`src/hdl/bc1sd_pkg.sv`:
```
// ----------------------------------------------------------------------------
// bc1sd_pkg
// Types and constants shared by the bc1 sub-block decoder stages.
// ----------------------------------------------------------------------------
`timescale 1ns / 1ps

package bc1sd_pkg;

    localparam int CH_W    = 8;
    localparam int SUM_W   = 10;
    localparam int SEL_W   = 32;
    localparam int IDX_W   = 2;
    localparam int PIXNUM_W = 4;

    localparam logic [PIXNUM_W-1:0] PIX_LAST = 4'hF;

    localparam logic [CH_W-1:0] ALPHA_OPAQUE = 8'hFF;
    localparam logic [CH_W-1:0] ALPHA_CLEAR  = 8'h00;

    // palette index codes
    localparam logic [IDX_W-1:0] IDX_C0 = 2'd0;
    localparam logic [IDX_W-1:0] IDX_C1 = 2'd1;
    localparam logic [IDX_W-1:0] IDX_C2 = 2'd2;
    localparam logic [IDX_W-1:0] IDX_C3 = 2'd3;

    typedef struct packed {
        logic [CH_W-1:0] r;
        logic [CH_W-1:0] g;
        logic [CH_W-1:0] b;
    } rgb_t;

    typedef struct packed {
        logic [SUM_W-1:0] r;
        logic [SUM_W-1:0] g;
        logic [SUM_W-1:0] b;
    } sum_t;

    // after endpoint widening
    typedef struct packed {
        rgb_t             c0;
        rgb_t             c1;
        logic             four_mode;
        logic [SEL_W-1:0] sel;
    } expand_t;

    // finished four-entry palette with its indices
    typedef struct packed {
        rgb_t             c0;
        rgb_t             c1;
        rgb_t             c2;
        rgb_t             c3;
        logic             transparent;
        logic [SEL_W-1:0] sel;
    } block_t;

endpackage

```
`src/hdl/bc1sd_if.sv`:
```
// ----------------------------------------------------------------------------
// bc1sd channel interfaces
// Compressed block request channel and decoded pixel request channel.
// ----------------------------------------------------------------------------
`timescale 1ns / 1ps

interface bc1sd_block_if;
    logic        valid;
    logic        ready;
    logic [15:0] endpoint_a;
    logic [15:0] endpoint_b;
    logic [31:0] selector_bits;

    modport source (output valid, endpoint_a, endpoint_b, selector_bits, input ready);
    modport sink   (input valid, endpoint_a, endpoint_b, selector_bits, output ready);
endinterface

interface bc1sd_pixel_if;
    logic       valid;
    logic       ready;
    logic [7:0] red;
    logic [7:0] green;
    logic [7:0] blue;
    logic [7:0] alpha;
    logic [3:0] pixel_number;
    logic       last_pixel;

    modport source (output valid, red, green, blue, alpha, pixel_number, last_pixel,
                    input ready);
    modport sink   (input valid, red, green, blue, alpha, pixel_number, last_pixel,
                    output ready);
endinterface

```
`src/hdl/bc1sd_expand.sv`:
```
// ----------------------------------------------------------------------------
// bc1sd_expand
// First stage: widens both RGB565 endpoints and picks the palette mode.
// ----------------------------------------------------------------------------
`timescale 1ns / 1ps

module bc1sd_expand import bc1sd_pkg::*;
(
    input  logic             clk,
    input  logic             rst_n,
    input  logic             in_valid,
    output logic             in_ready,
    input  logic [15:0]      endpoint_a,
    input  logic [15:0]      endpoint_b,
    input  logic [SEL_W-1:0] selector_bits,
    output logic             out_valid,
    input  logic             out_ready,
    output expand_t          out_data
);

    logic    valid_reg;
    expand_t data_reg;
    expand_t data_next;

    // plain shift, no bit replication
    function automatic rgb_t widen565(input logic [15:0] c);
        rgb_t w;
        w.r = {c[15:11], 3'b000};
        w.g = {c[10:5], 2'b00};
        w.b = {c[4:0], 3'b000};
        return w;
    endfunction

    assign in_ready = !valid_reg || out_ready;

    always_comb
    begin
        data_next.c0        = widen565(endpoint_a);
        data_next.c1        = widen565(endpoint_b);
        data_next.four_mode = endpoint_a > endpoint_b;
        data_next.sel       = selector_bits;
    end

    always_ff @(posedge clk or negedge rst_n)
    begin
        if (!rst_n)
        begin
            valid_reg <= 1'b0;
        end
        else if (in_ready)
        begin
            valid_reg <= in_valid;
        end
    end

    always_ff @(posedge clk)
    begin
        if (in_valid && in_ready)
        begin
            data_reg <= data_next;
        end
    end

    assign out_valid = valid_reg;
    assign out_data  = data_reg;

endmodule

```
`src/hdl/bc1sd_blend.sv`:
```
// ----------------------------------------------------------------------------
// bc1sd_blend
// Two stages: weighted channel sums, then divide by three or two.
// ----------------------------------------------------------------------------
`timescale 1ns / 1ps

module bc1sd_blend import bc1sd_pkg::*;
(
    input  logic    clk,
    input  logic    rst_n,
    input  logic    in_valid,
    output logic    in_ready,
    input  expand_t in_data,
    output logic    out_valid,
    input  logic    out_ready,
    output block_t  out_data
);

    localparam int RECIP_W     = 10;
    localparam int RECIP_SHIFT = 11;
    localparam int PROD_W      = SUM_W + RECIP_W;
    // 683 / 2048 gives the exact floor of x / 3 for any x below 2048
    localparam logic [RECIP_W-1:0] RECIP3 = 10'd683;

    typedef struct packed {
        rgb_t             c0;
        rgb_t             c1;
        sum_t             s2;
        sum_t             s3;
        logic             four_mode;
        logic [SEL_W-1:0] sel;
    } blend_sum_t;

    logic       sum_valid_reg;
    blend_sum_t sum_reg;
    blend_sum_t sum_next;
    logic       tbl_valid_reg;
    block_t     tbl_reg;
    block_t     tbl_next;
    logic       s3_ready;

    function automatic logic [SUM_W-1:0] ext(input logic [CH_W-1:0] v);
        return {{(SUM_W-CH_W){1'b0}}, v};
    endfunction

    function automatic logic [CH_W-1:0] div3(input logic [SUM_W-1:0] x);
        logic [PROD_W-1:0] prod;
        prod = {{RECIP_W{1'b0}}, x} * {{SUM_W{1'b0}}, RECIP3};
        return prod[RECIP_SHIFT +: CH_W];
    endfunction

    function automatic logic [CH_W-1:0] half(input logic [SUM_W-1:0] x);
        return x[1 +: CH_W];
    endfunction

    assign s3_ready = !tbl_valid_reg || out_ready;
    assign in_ready = !sum_valid_reg || s3_ready;

    always_comb
    begin
        sum_next.c0        = in_data.c0;
        sum_next.c1        = in_data.c1;
        sum_next.four_mode = in_data.four_mode;
        sum_next.sel       = in_data.sel;
        // entry 3 is c0 + 2*c1 in both modes
        sum_next.s3.r = ext(in_data.c0.r) + (ext(in_data.c1.r) << 1);
        sum_next.s3.g = ext(in_data.c0.g) + (ext(in_data.c1.g) << 1);
        sum_next.s3.b = ext(in_data.c0.b) + (ext(in_data.c1.b) << 1);
        if (in_data.four_mode)
        begin
            sum_next.s2.r = (ext(in_data.c0.r) << 1) + ext(in_data.c1.r);
            sum_next.s2.g = (ext(in_data.c0.g) << 1) + ext(in_data.c1.g);
            sum_next.s2.b = (ext(in_data.c0.b) << 1) + ext(in_data.c1.b);
        end
        else
        begin
            sum_next.s2.r = ext(in_data.c0.r) + ext(in_data.c1.r);
            sum_next.s2.g = ext(in_data.c0.g) + ext(in_data.c1.g);
            sum_next.s2.b = ext(in_data.c0.b) + ext(in_data.c1.b);
        end
    end

    always_comb
    begin
        tbl_next.c0          = sum_reg.c0;
        tbl_next.c1          = sum_reg.c1;
        tbl_next.sel         = sum_reg.sel;
        tbl_next.transparent = !sum_reg.four_mode;
        tbl_next.c3.r        = div3(sum_reg.s3.r);
        tbl_next.c3.g        = div3(sum_reg.s3.g);
        tbl_next.c3.b        = div3(sum_reg.s3.b);
        if (sum_reg.four_mode)
        begin
            tbl_next.c2.r = div3(sum_reg.s2.r);
            tbl_next.c2.g = div3(sum_reg.s2.g);
            tbl_next.c2.b = div3(sum_reg.s2.b);
        end
        else
        begin
            tbl_next.c2.r = half(sum_reg.s2.r);
            tbl_next.c2.g = half(sum_reg.s2.g);
            tbl_next.c2.b = half(sum_reg.s2.b);
        end
    end

    always_ff @(posedge clk or negedge rst_n)
    begin
        if (!rst_n)
        begin
            sum_valid_reg <= 1'b0;
            tbl_valid_reg <= 1'b0;
        end
        else
        begin
            if (in_ready)
            begin
                sum_valid_reg <= in_valid;
            end
            if (s3_ready)
            begin
                tbl_valid_reg <= sum_valid_reg;
            end
        end
    end

    always_ff @(posedge clk)
    begin
        if (in_valid && in_ready)
        begin
            sum_reg <= sum_next;
        end
        if (sum_valid_reg && s3_ready)
        begin
            tbl_reg <= tbl_next;
        end
    end

    assign out_valid = tbl_valid_reg;
    assign out_data  = tbl_reg;

endmodule

```
`src/hdl/bc1sd_emit.sv`:
```
// ----------------------------------------------------------------------------
// bc1sd_emit
// Holds one palette and walks its sixteen indices into the pixel register.
// ----------------------------------------------------------------------------
`timescale 1ns / 1ps

module bc1sd_emit import bc1sd_pkg::*;
(
    input  logic                clk,
    input  logic                rst_n,
    input  logic                blk_valid,
    output logic                blk_ready,
    input  block_t              blk_data,
    output logic                pix_valid,
    input  logic                pix_ready,
    output logic [CH_W-1:0]     red,
    output logic [CH_W-1:0]     green,
    output logic [CH_W-1:0]     blue,
    output logic [CH_W-1:0]     alpha,
    output logic [PIXNUM_W-1:0] pixel_number,
    output logic                last_pixel
);

    logic                busy_reg;
    logic [PIXNUM_W-1:0] count_reg;
    block_t              tbl_reg;
    logic                out_valid_reg;
    logic [CH_W-1:0]     red_reg;
    logic [CH_W-1:0]     green_reg;
    logic [CH_W-1:0]     blue_reg;
    logic [CH_W-1:0]     alpha_reg;
    logic [PIXNUM_W-1:0] num_reg;
    logic                last_reg;

    logic                out_adv;
    logic                load_pix;
    logic                at_last;
    logic                blk_take;
    logic [IDX_W-1:0]    idx;
    rgb_t                pick;
    logic [CH_W-1:0]     pick_alpha;

    assign out_adv   = !out_valid_reg || pix_ready;
    assign load_pix  = busy_reg && out_adv;
    assign at_last   = count_reg == PIX_LAST;
    // a new palette loads in the same cycle the last pixel of the old one leaves
    assign blk_ready = !busy_reg || (load_pix && at_last);
    assign blk_take  = blk_valid && blk_ready;
    assign idx       = tbl_reg.sel[SEL_W-1 -: IDX_W];

    always_comb
    begin
        pick       = tbl_reg.c0;
        pick_alpha = ALPHA_OPAQUE;
        unique case (idx)
            IDX_C0: pick = tbl_reg.c0;
            IDX_C1: pick = tbl_reg.c1;
            IDX_C2: pick = tbl_reg.c2;
            IDX_C3:
            begin
                pick       = tbl_reg.c3;
                pick_alpha = tbl_reg.transparent ? ALPHA_CLEAR : ALPHA_OPAQUE;
            end
        endcase
    end

    always_ff @(posedge clk or negedge rst_n)
    begin
        if (!rst_n)
        begin
            busy_reg      <= 1'b0;
            count_reg     <= '0;
            out_valid_reg <= 1'b0;
        end
        else
        begin
            if (blk_take)
            begin
                busy_reg  <= 1'b1;
                count_reg <= '0;
            end
            else if (load_pix)
            begin
                busy_reg  <= !at_last;
                count_reg <= count_reg + 1'b1;
            end
            if (out_adv)
            begin
                out_valid_reg <= busy_reg;
            end
        end
    end

    always_ff @(posedge clk)
    begin
        if (blk_take)
        begin
            tbl_reg <= blk_data;
        end
        else if (load_pix)
        begin
            tbl_reg.sel <= tbl_reg.sel << IDX_W;
        end
        if (load_pix)
        begin
            red_reg   <= pick.r;
            green_reg <= pick.g;
            blue_reg  <= pick.b;
            alpha_reg <= pick_alpha;
            num_reg   <= count_reg;
            last_reg  <= at_last;
        end
    end

    assign pix_valid    = out_valid_reg;
    assign red          = red_reg;
    assign green        = green_reg;
    assign blue         = blue_reg;
    assign alpha        = alpha_reg;
    assign pixel_number = num_reg;
    assign last_pixel   = last_reg;

endmodule

```
`src/hdl/bc1_subblock_decode_core.sv`:
```
// ----------------------------------------------------------------------------
// bc1_subblock_decode_core
// path: an accepted block goes through the expand, sum and table registers,
//   then the emitter palette and pixel registers; throughput: one pixel per
//   cycle while ready, as the emitter walks the held palette's sixteen indices
// reset: rst_n clears all stage valid bits and the emitter counter at once
// ----------------------------------------------------------------------------
`timescale 1ns / 1ps

module bc1_subblock_decode_core import bc1sd_pkg::*;
(
    input  logic                 clk,
    input  logic                 rst_n,
    bc1sd_block_if.sink          blocks,
    bc1sd_pixel_if.source        pixels
);

    logic    exp_valid;
    logic    exp_ready;
    expand_t exp_data;
    logic    tbl_valid;
    logic    tbl_ready;
    block_t  tbl_data;

    bc1sd_expand u_expand
    (
        .clk           (clk),
        .rst_n         (rst_n),
        .in_valid      (blocks.valid),
        .in_ready      (blocks.ready),
        .endpoint_a    (blocks.endpoint_a),
        .endpoint_b    (blocks.endpoint_b),
        .selector_bits (blocks.selector_bits),
        .out_valid     (exp_valid),
        .out_ready     (exp_ready),
        .out_data      (exp_data)
    );

    bc1sd_blend u_blend
    (
        .clk       (clk),
        .rst_n     (rst_n),
        .in_valid  (exp_valid),
        .in_ready  (exp_ready),
        .in_data   (exp_data),
        .out_valid (tbl_valid),
        .out_ready (tbl_ready),
        .out_data  (tbl_data)
    );

    bc1sd_emit u_emit
    (
        .clk          (clk),
        .rst_n        (rst_n),
        .blk_valid    (tbl_valid),
        .blk_ready    (tbl_ready),
        .blk_data     (tbl_data),
        .pix_valid    (pixels.valid),
        .pix_ready    (pixels.ready),
        .red          (pixels.red),
        .green        (pixels.green),
        .blue         (pixels.blue),
        .alpha        (pixels.alpha),
        .pixel_number (pixels.pixel_number),
        .last_pixel   (pixels.last_pixel)
    );

endmodule

```
`src/flat_wrapper.sv`:
```
// flat-port wrapper written by rule: the top's interface ports become plain ports
module bc1_subblock_decode_core_flat import bc1sd_pkg::*;
  (clk, rst_n, blocks_valid, blocks_endpoint_a, blocks_endpoint_b, blocks_selector_bits, blocks_ready, pixels_valid, pixels_red, pixels_green, pixels_blue, pixels_alpha, pixels_pixel_number, pixels_last_pixel, pixels_ready);
  bc1sd_block_if blocks_i ();
  bc1sd_pixel_if pixels_i ();
  input  logic clk;
  input  logic rst_n;
  input wire logic [$bits(blocks_i.valid)-1:0] blocks_valid;
  input wire logic [$bits(blocks_i.endpoint_a)-1:0] blocks_endpoint_a;
  input wire logic [$bits(blocks_i.endpoint_b)-1:0] blocks_endpoint_b;
  input wire logic [$bits(blocks_i.selector_bits)-1:0] blocks_selector_bits;
  output wire logic [$bits(blocks_i.ready)-1:0] blocks_ready;
  output wire logic [$bits(pixels_i.valid)-1:0] pixels_valid;
  output wire logic [$bits(pixels_i.red)-1:0] pixels_red;
  output wire logic [$bits(pixels_i.green)-1:0] pixels_green;
  output wire logic [$bits(pixels_i.blue)-1:0] pixels_blue;
  output wire logic [$bits(pixels_i.alpha)-1:0] pixels_alpha;
  output wire logic [$bits(pixels_i.pixel_number)-1:0] pixels_pixel_number;
  output wire logic [$bits(pixels_i.last_pixel)-1:0] pixels_last_pixel;
  input wire logic [$bits(pixels_i.ready)-1:0] pixels_ready;
  assign blocks_i.valid = blocks_valid;
  assign blocks_i.endpoint_a = blocks_endpoint_a;
  assign blocks_i.endpoint_b = blocks_endpoint_b;
  assign blocks_i.selector_bits = blocks_selector_bits;
  assign blocks_ready = blocks_i.ready;
  assign pixels_valid = pixels_i.valid;
  assign pixels_red = pixels_i.red;
  assign pixels_green = pixels_i.green;
  assign pixels_blue = pixels_i.blue;
  assign pixels_alpha = pixels_i.alpha;
  assign pixels_pixel_number = pixels_i.pixel_number;
  assign pixels_last_pixel = pixels_i.last_pixel;
  assign pixels_i.ready = pixels_ready;
  bc1_subblock_decode_core u_core (.clk(clk), .rst_n(rst_n), .blocks(blocks_i), .pixels(pixels_i));
endmodule
```
`config.mk`:
```
export PLATFORM = sky130hd
export DESIGN_NAME = bc1_subblock_decode_core_flat
export DESIGN_NICKNAME = d
export VERILOG_FILES = /design/src/hdl/bc1sd_pkg.sv /design/src/hdl/bc1sd_if.sv /design/src/hdl/bc1sd_expand.sv /design/src/hdl/bc1sd_blend.sv /design/src/hdl/bc1sd_emit.sv /design/src/hdl/bc1_subblock_decode_core.sv /design/src/flat_wrapper.sv
export SDC_FILE = /design/constraint.sdc
export NUM_CORES = 1
export LEC_CHECK = 0
export BUFFER_PORTS_ARGS = -buffer_cell sky130_fd_sc_hd__buf_2
export CORE_MARGIN = 8
export CORE_UTILIZATION = 55
export DETAILED_ROUTE_END_ITERATION = 10
export PLACE_DENSITY_LB_ADDON = 0.3
export SLEW_MARGIN = 40
export SYNTH_ARGS = -nofsm -noshare
export SYNTH_HDL_FRONTEND = slang
export SYNTH_HIERARCHICAL = 1
export SYNTH_SLANG_ARGS = --single-unit
```
`constraint.sdc`:
```
create_clock -name clk -period 5.5 [get_ports clk]
set_clock_uncertainty 0.05 [all_clocks]
set_input_delay 0.275 -clock clk [delete_from_list [all_inputs] [get_ports clk]]
set_output_delay 0.275 -clock clk [all_outputs]
set_load 0.03 [all_outputs]
```
-- Yosys cells after proc, flatten, opt, wreduce, memory -nomap -nowiden
Cells that the tools add are included.
- register bits after elaboration: 462
- output and inout bits: 39
- word-level logic and storage cells: 113
- add/subtract/negate cells: 10
- multiply operators: 6
- magnitude comparators: 1
- eq/ne operators: 4
- mux-type cells: 10
- reduce and logical (&&, ||, !) cells: 20
- operator list (cell ; number):
    $mul A10 B10 Y19 const B ; 6
    $pmux W24 S4 ; 1
    $mux W32 ; 2
    $add A8 B9 Y10 ; 3
    $add A9 B8 Y10 ; 3
    $mux W30 ; 1
    $add A8 B8 Y9 ; 3
    $mux W24 ; 1
    $gt A16 B16 Y1 ; 1
    $mux W4 ; 2
    $mux W8 ; 1
    $logic_not A1 Y1 ; 7
    $logic_and A1 B1 Y1 ; 6
    $logic_or A1 B1 Y1 ; 5
    $add A4 B1 Y4 const B ; 1
    $eq A2 B2 Y1 const B ; 2
    $eq A4 B4 Y1 const B ; 1
    $eq A2 B1 Y1 const B ; 1
    $logic_not A2 Y1 ; 1
    $mux W1 ; 2
    $reduce_bool A2 Y1 ; 1

-- Longest topological paths before layout
Gate-level depths: netlist (run 1).
- depth in word-level cells: 9
- mapped depth: 17

-- Modules after synthesis
Netlist (run 1), hierarchy kept.
- modules (own cells, without submodules) (module ; instances ; cells each ; area each (sq um) ; seq. area each (sq um)):
    bc1sd_blend ; 1 ; 1692 ; 20754.9 ; 8067.7
    bc1sd_emit ; 1 ; 275 ; 6274.8 ; 4924.7
    bc1sd_expand ; 1 ; 141 ; 2527.4 ; 1976.9

-- Worst setup path before layout (run 1)
OpenSTA, ideal clock, no wires.
- path kind: reg-to-reg
- from: register u_core.u_emit.out_valid_reg, in the netlist u_core/u_emit/pix_valid
- to: register u_core/u_blend/sum_reg[0] (netlist bit) (enable)
- data arrival time: 4423 ps
- slack: 514 ps
- cell stages (with the launch flop): 6
- path buffers: 1
- period minus slack after synthesis: 4986 ps
- cells stage by stage: dfrtp_1 nor2b_1 buf_6 o21ai_0 nand3b_1 and2_1
- cells in the longest elaborated chain, start to end: 8
- ends and longest elaborated chain (element ; line ; text):
    start: declaration ; bc1sd_emit.sv:27 ; logic out_valid_reg;
    start signal: assignment ; bc1sd_emit.sv:89 ; out_valid_reg <= busy_reg;
    $logic_not A1 Y1 ; bc1sd_emit.sv:43 ; assign out_adv = !out_valid_reg || pix_ready;
    $logic_or A1 B1 Y1 ; bc1sd_emit.sv:43 ;
    $logic_and A1 B1 Y1 ; bc1sd_emit.sv:44 ; assign load_pix = busy_reg && out_adv;
    $logic_and A1 B1 Y1 ; bc1sd_emit.sv:47 ; assign blk_ready = !busy_reg || (load_pix && at_last);
    $logic_or A1 B1 Y1 ; bc1sd_emit.sv:47 ;
    named net u_core.tbl_ready ; bc1_subblock_decode_core.sv:22 ; logic tbl_ready;
    $logic_or A1 B1 Y1 ; bc1sd_blend.sv:56 ; assign s3_ready = !tbl_valid_reg || out_ready;
    $logic_or A1 B1 Y1 ; bc1sd_blend.sv:57 ; assign in_ready = !sum_valid_reg || s3_ready;
    named net u_core.exp_ready ; bc1_subblock_decode_core.sv:19 ; logic exp_ready;
    $logic_and A1 B1 Y1 ; bc1sd_blend.sv:128 ; if (in_valid && in_ready)
    end signal: assignment ; bc1sd_blend.sv:130 ; sum_reg <= sum_next;
    end: declaration ; bc1sd_blend.sv:35 ; blend_sum_t sum_reg;
The timed path passes the listed nets, and every way through them passes these cells.
A chain may end at the register's enable or synchronous reset.

==> impl_metrics.json, run 1 <==
{
  "setup_viol": 0,
  "synth_top_area_cell": "edfxtp_1",
  "synth-simple-area-share_pct": 4.178,
  "place_hpwl_microns": 43890,
  "drt_iter0_drc": 916,
  "core_sq_um": 53500,
  "fill_cells": 3876,
  "status": "completed",
  "die_height_microns": 247.8,
  "route.vias.total": 16740,
  "root_buffer": "clkbuf_16",
  "tightestPinTransition_ns": 0.7554,
  "total_leakage_power_nw": 14.21,
  "ant_nets": 0,
  "ys_async_sr_fraction_pct": 1.800,
  "synth_top_cell_area_share_pct": 49.88,
  "path_class": "flip-flop to flip-flop",
  "synthMuxAreaShare_pct": 4.034,
  "final_util_pct": 62.13,
  "rsz0062_at_grt": "false",
  "fin_crit_sh_pct": 92.46,
  "netlist_top_cells_area": "edfxtp_1 50%, ha_1 18%, fa_1 9.1%, inv_1 3.9%, xnor2_1 2.3%",
  "fmax_ghz": 0.1967,
  "syn_inst": 2108,
  "finalCriticalPeriod_ns": 5.085,
  "rows": 85,
  "slew_headroom_pct": 49.54,
  "nets": 2948,
  "ir_drop_mv": 0.2921,
  "cts_tree": "yes",
  "boundaryPins": 107,
  "cap_violations": 0,
  "cts_buffer_depth": 3,
  "die_area_sq_um": 61410,
  "area_growth_pct": 12.45,
  "vias_per_cell": 5.491,
  "rr_worst_depth": 15,
  "cp.arrival_ns": 5.40,
  "synth_fa_ha_area_share_pct": 27.39,
  "drt_wl_total_microns": 58880,
  "largest_register_ffs": 138,
  "antenna_found_initial": 1,
  "synth-compound-area-share_pct": 6.100,
  "synth_enable_flop_cells": 491,
  "fin_tns_setup_ns": 0,
  "power_density_nw_per_um2": 314.2,
  "synth_top_family_by_area": "adder cells",
  "p_total_mw": 10.44,
  "dr.pass1.iters": 5,
  "clock_sinks": 500,
  "crit_path_end_kind": "flip-flop",
  "netlist_area_sq_um": 29560,
  "post-route-drc-count": 0,
  "drv_slew": 0,
  "htreeDepth": 2,
  "drive_above_1_share_pct": 12.16,
  "multi_input_area_sq_um": 13220,
  "crit_fanout": 5,
  "clkTransAtPathRegs_ns": 0.06,
  "regArea_sq_um": 14970,
  "clkLatencyLatePin_ns": 0.59,
  "grt_start_max_net_pins": 74,
  "grt_pass1_vias": 18060,
  "crit_path_start_kind": "flip-flop",
  "grt_pass1_wl_microns": 95190,
  "hp-class": "input port to flip-flop",
  "required_ns": 5.81,
  "yosysWarnings": 6,
  "cts_setup_buffers": 0,
  "synth_ff_type": "edfxtp_1",
  "synth.avg_cell_area_sq_um": 14.02,
  "min_path_cells": 3,
  "grtUsageTotal_pct": 19.76,
  "synth-xor-area-share_pct": 2.726,
  "synth_seq_cells": 500,
  "synth_cell_types": 73,
  "grt_remaining_overflow": 0,
  "die_w_microns": 247.8,
  "cts_buffers": 49,
  "yosysSeqAreaShare_pct": 50.65,
  "gp_congestion": 0.9099,
  "port_buffers": 106,
  "ctsResizeCount": 0,
  "hold_viol": 0,
  "initial_core_util_pct": 55.25,
  "n_antenna_cell": 0,
  "wire_per_inst_microns": 19.32
}
synth_stat cells, types with 7 or more instances:
master,instances
nand3_1,21
clkbuf_1,13
mux2i_1,7
xor2_1,16
o21a_1,11
nand2_1,56
edfxtp_1,491
nand2b_1,19
ha_1,431
o311ai_0,7
a22oi_1,8
o31ai_1,11
mux4_2,24
o21ai_0,74
buf_4,23
nor3b_1,9
xnor2_1,76
dfrtp_1,9
mux2_4,29
nor3_1,8
nor2_1,57
a21oi_1,79
a21boi_0,13
mux2_2,13
a21o_1,30
inv_1,309
nand4_1,15
fa_1,135
nor2b_1,19
area by class of cell:
class	count	share of cell area, %
Timing Repair Buffer	185	4.134
Sequential cell	500	45.04
Clock buffer	55	3.787
Inverter	310	3.516
Tap cell	696	2.620
Multi-Input combinational cell	1268	39.77
Clock inverter	34	1.137
cells by family after synthesis:
kind of cell,after synthesis
other,1
AO/OA/AOI/OAI,280
multiplexers,73
buffers and inverters,355
AND/OR/NAND/NOR,241
flip-flops,500
XOR/XNOR,92
adder cells (fa/ha/maj),566
metrics by stage:
stage	cell area (sq um)	std cells	setup WS, ns	hold slack (ns)
after floorplan	29610	2123	0.5136	-0.07059
after global placement	30830	2888	0.5132	0.09034
after detailed placement	30930	2892	0.4173	0.09303
after CTS	33230	3048	0.4045	0.06562
after global routing	33240	3048	0.1981	0.08936
final	33240	3048	0.4149	0.09855
final timing paths:
check	startpoint	end	slack, ns
max in group asynchronous	rst_n	u_core/u_emit/count_reg[1]	4.44
min in group asynchronous	rst_n	u_core/u_blend/sum_valid_reg	0.65
max reg2reg	u_core/u_blend/sum_reg[67]	u_core/u_blend/out_data[63]	0.41
max	u_core/u_blend/sum_reg[67]	u_core/u_blend/out_data[63]	0.41
min	pixels_ready	u_core/u_emit/pix_valid	0.1
min reg2reg	u_core/u_blend/out_data[86]	u_core/u_emit/tbl_reg[86]	0.35
cells in the final DEF (no fill, tap or decap), types with 6 or more instances in the layout:
cell	synthesis	routed
buf_2	3	106
a21boi_0	13	13
fa_1	135	135
conb_1	1	16
clkinv_2	0	13
edfxtp_1	491	491
o21ai_0	74	73
nand4_1	15	15
nand3_1	21	21
o31ai_1	11	11
mux4_2	24	24
dfrtp_1	9	9
mux2_4	29	29
ha_1	431	431
nand2_1	56	56
xor2_1	16	16
bufinv_16	0	6
a22oi_1	8	8
nor3_1	8	8
xnor2_1	76	76
nor3b_1	9	9
a21o_1	30	30
mux2_2	13	13
o311ai_0	7	7
nor2b_1	19	19
and3_1	6	6
o21a_1	11	11
mux2i_1	7	7
a21oi_1	79	79
dlygate4sd3_1	0	67
nand2b_1	19	19
nor2_1	57	56
buf_4	23	6
inv_1	309	308
clkbuf_16	0	49
where the power goes:
| group | internal (mW) | switching, mW | total [mW] |
|---|---|---|---|
| clock | 1.95 | 1.44 | 3.39 |
| combinational | 1.11 | 1.42 | 2.52 |
| sequential | 4.44 | 0.0964 | 4.54 |
what timing repair did:
item | 4_1_cts | 5_1_grt
endpoints found under the hold margin | 74 | 0
hold buffers | 67 | 0
endpoints found under the setup margin | 0 | 0
metal layers:
metal	global-route usage [%]	wire length, microns	vias up
met1	25.95	25740	8271
met5	0	13	-
li1	-	-	8009
met3	3.540	3158	72
met4	4.511	1004	2
met2	34.03	28960	382
worst max-delay path: stages (launching register included):
cell	delay [ns]
edfxtp_1	0.48
ha_1	0.35
inv_1	0.06
fa_1	0.49
fa_1	0.51
inv_1	0.05
fa_1	0.45
ha_1	0.30
ha_1	0.36
a21o_1	0.17
a21o_1	0.19
a22o_1	0.23
a21o_1	0.21
o41ai_2	0.36
or3b_2	0.48
o311ai_0	0.13
No activity file was read; power rests on OpenSTA's default activity.
==> inputs of run 2 (changes only) <==
Settings changed: SKIP_CTS_REPAIR_TIMING set to 1, SLEW_MARGIN 40 to not set.
Clock period 5.5 ns to 4.3 ns, I/O delays scaled along.
==> impl_metrics.json, run 2 (synthesized netlist as in run 1, its figures left out) <==
{
  "slew_headroom_pct": 26.19,
  "pwr-share-clk_pct": 31.7,
  "vias_per_cell": 5.392,
  "fin_crit_sh_pct": 110.5,
  "clock_sinks": 500,
  "root_buffer": "clkbuf_16",
  "crit_path_start_kind": "flip-flop",
  "path_class": "flip-flop to flip-flop",
  "grt_pass1_vias": 18220,
  "grt_start_max_net_pins": 66,
  "hp-class": "input port to flip-flop",
  "post-route-drc-count": 0,
  "wire_per_inst_microns": 19.30,
  "grt_remaining_overflow": 0,
  "final_cell_mix": "491 x edfxtp_1, 353 x ha_1, 279 x inv_1, 219 x buf_4, 131 x fa_1",
  "grt_pass1_wl_microns": 94310,
  "tightestPinTransition_ns": 1.100,
  "rows": 85,
  "htreeDepth": 2,
  "setup_viol": 36,
  "port_buffers": 106,
  "largest_register_ffs": 138,
  "core_sq_um": 53500,
  "cts_buffers": 51,
  "drv_slew": 0,
  "place_hpwl_microns": 45010,
  "area_growth_pct": 24.65,
  "finalCriticalPeriod_ns": 4.751,
  "fin_area_sq_um": 36840,
  "drt_wl_total_microns": 63390,
  "antenna_found_initial": 4,
  "seq_power_share_pct": 38.0,
  "hold_viol": 0,
  "ant_nets": 0,
  "clkTransAtPathRegs_ns": 0.06,
  "ir_drop_mv": 0.3409,
  "p_comb_share_pct": 30.3,
  "required_ns": 4.70,
  "drt_iter0_drc": 1006,
  "drive_above_1_share_pct": 28.27,
  "wl_met1_microns": 27730,
  "gp_congestion": 0.8905,
  "cts_tree": "yes",
  "die_area_sq_um": 61410,
  "fin_ws_ns": -0.4507,
  "die_height_microns": 247.8,
  "dpl.cell_count": 3074,
  "total_leakage_power_nw": 15.61,
  "final_common_cell": "edfxtp_1",
  "fmax_ghz": 0.2105,
  "route.vias.total": 17710,
  "crit_fanout": 2,
  "status": "finished with violations",
  "dr.pass1.iters": 5,
  "met2_length_microns": 32080,
  "violations": "negative setup slack",
  "power_density_nw_per_um2": 413.9,
  "boundaryPins": 107,
  "top_layer": "met4",
  "cts_buffer_depth": 3,
  "nets": 3179,
  "die_w_microns": 247.8,
  "crit_path_end_kind": "flip-flop",
  "initial_core_util_pct": 55.25,
  "fin_hold_ws_ns": 0.007368,
  "fin_cells": 3285,
  "sw_frac_of_total_pct": 28.88,
  "internal_power_mw": 10.85,
  "grtUsageTotal_pct": 19.55,
  "rsz0062_at_grt": "true",
  "met3_length_microns": 2596,
  "power.switching_mw": 4.404,
  "clkLatencyLatePin_ns": 0.60,
  "cap_violations": 0,
  "cp.arrival_ns": 5.15,
  "dpl-instance-area_sq_um": 32600
}
==> run 2: changes by cell type in the layout (fill, tap and decap cells not counted), sizes merged <==
cell and change:
clkbuf -1, clkinvlp +3, buf +229, inv +2
diode +3, clkinv -4, bufinv +5
==> run 2: power groups by stage <==
stage / combinational, mW / clock (mW) / sequential [mW]
floorplan: 2.45 / 0 / 5.92
global placement: 3.53 / 0 / 5.88
detailed placement: 3.66 / 0 / 5.89
CTS: 3.70 / 4.92 / 5.79
global route: 5.07 / 5.10 / 5.81
finish: 4.61 / 4.84 / 5.79
==> run 2: per-stage QoR <==
stage,power [mW],utilization (%),setup TNS (ns),setup WS (ns)
6_report,15.25,68.87,-8.548,-0.4507
5_1_grt,15.98,68.86,-13.92,-0.5755
4_1_cts,14.41,64.43,-11.95,-0.4704
3_5_place_dp,9.549,60.94,-10.96,-0.4553
3_3_place_gp,9.414,60.94,-8.801,-0.4217
2_1_floorplan,8.369,-,-2.053,-0.4031
==> run 2: routing by layer <==
metal  vias up  GRT usage, %
li1       8467             -
met3        79         3.465
met2       373         33.32
met1      8793         26.20
met5         -             0
met4         0         3.936
==> run 2: path summary, 6_finish.rpt <==
| check | start | end | slack [ns] | cells past startpoint |
|---|---|---|---|---|
| worst min-delay path | pixels_ready | u_core/u_emit/pix_valid | 0.007 | 3 |
| worst max register to register | u_core/u_blend/sum_reg[56] | u_core/u_blend/out_data[56] | -0.45 | 15 |
| worst min register to register | u_core/u_blend/out_data[84] | u_core/u_emit/tbl_reg[84] | 0.35 | 0 |
| max in group asynchronous | rst_n | u_core/u_emit/count_reg[2] | 3.32 | 3 |
| min in group asynchronous | rst_n | u_core/u_blend/sum_valid_reg | 0.58 | 3 |
| worst max-delay path | u_core/u_blend/sum_reg[56] | u_core/u_blend/out_data[56] | -0.45 | 15 |
==> run 2: cell type report <==
class	count	area, sq um
fill	3490	16650
sequential	500	14970
multi-input combinational	1268	14830
timing repair buffer	414	3128
clock buffer	54	1309
inverter	310	1166
tap	696	870.8
clock inverter	40	561.8
antenna	3	7.507
==> run 2: worst max-delay path, stage by stage (launching register included) <==
cell,delay [ns]
edfxtp_1,0.45
ha_4,0.28
fa_1,0.48
inv_1,0.05
fa_1,0.47
inv_1,0.05
fa_1,0.44
ha_1,0.36
ha_4,0.23
and4_4,0.17
a21o_1,0.18
a311oi_2,0.32
o21ai_2,0.11
o41a_1,0.41
or4_4,0.50
nand3_2,0.07
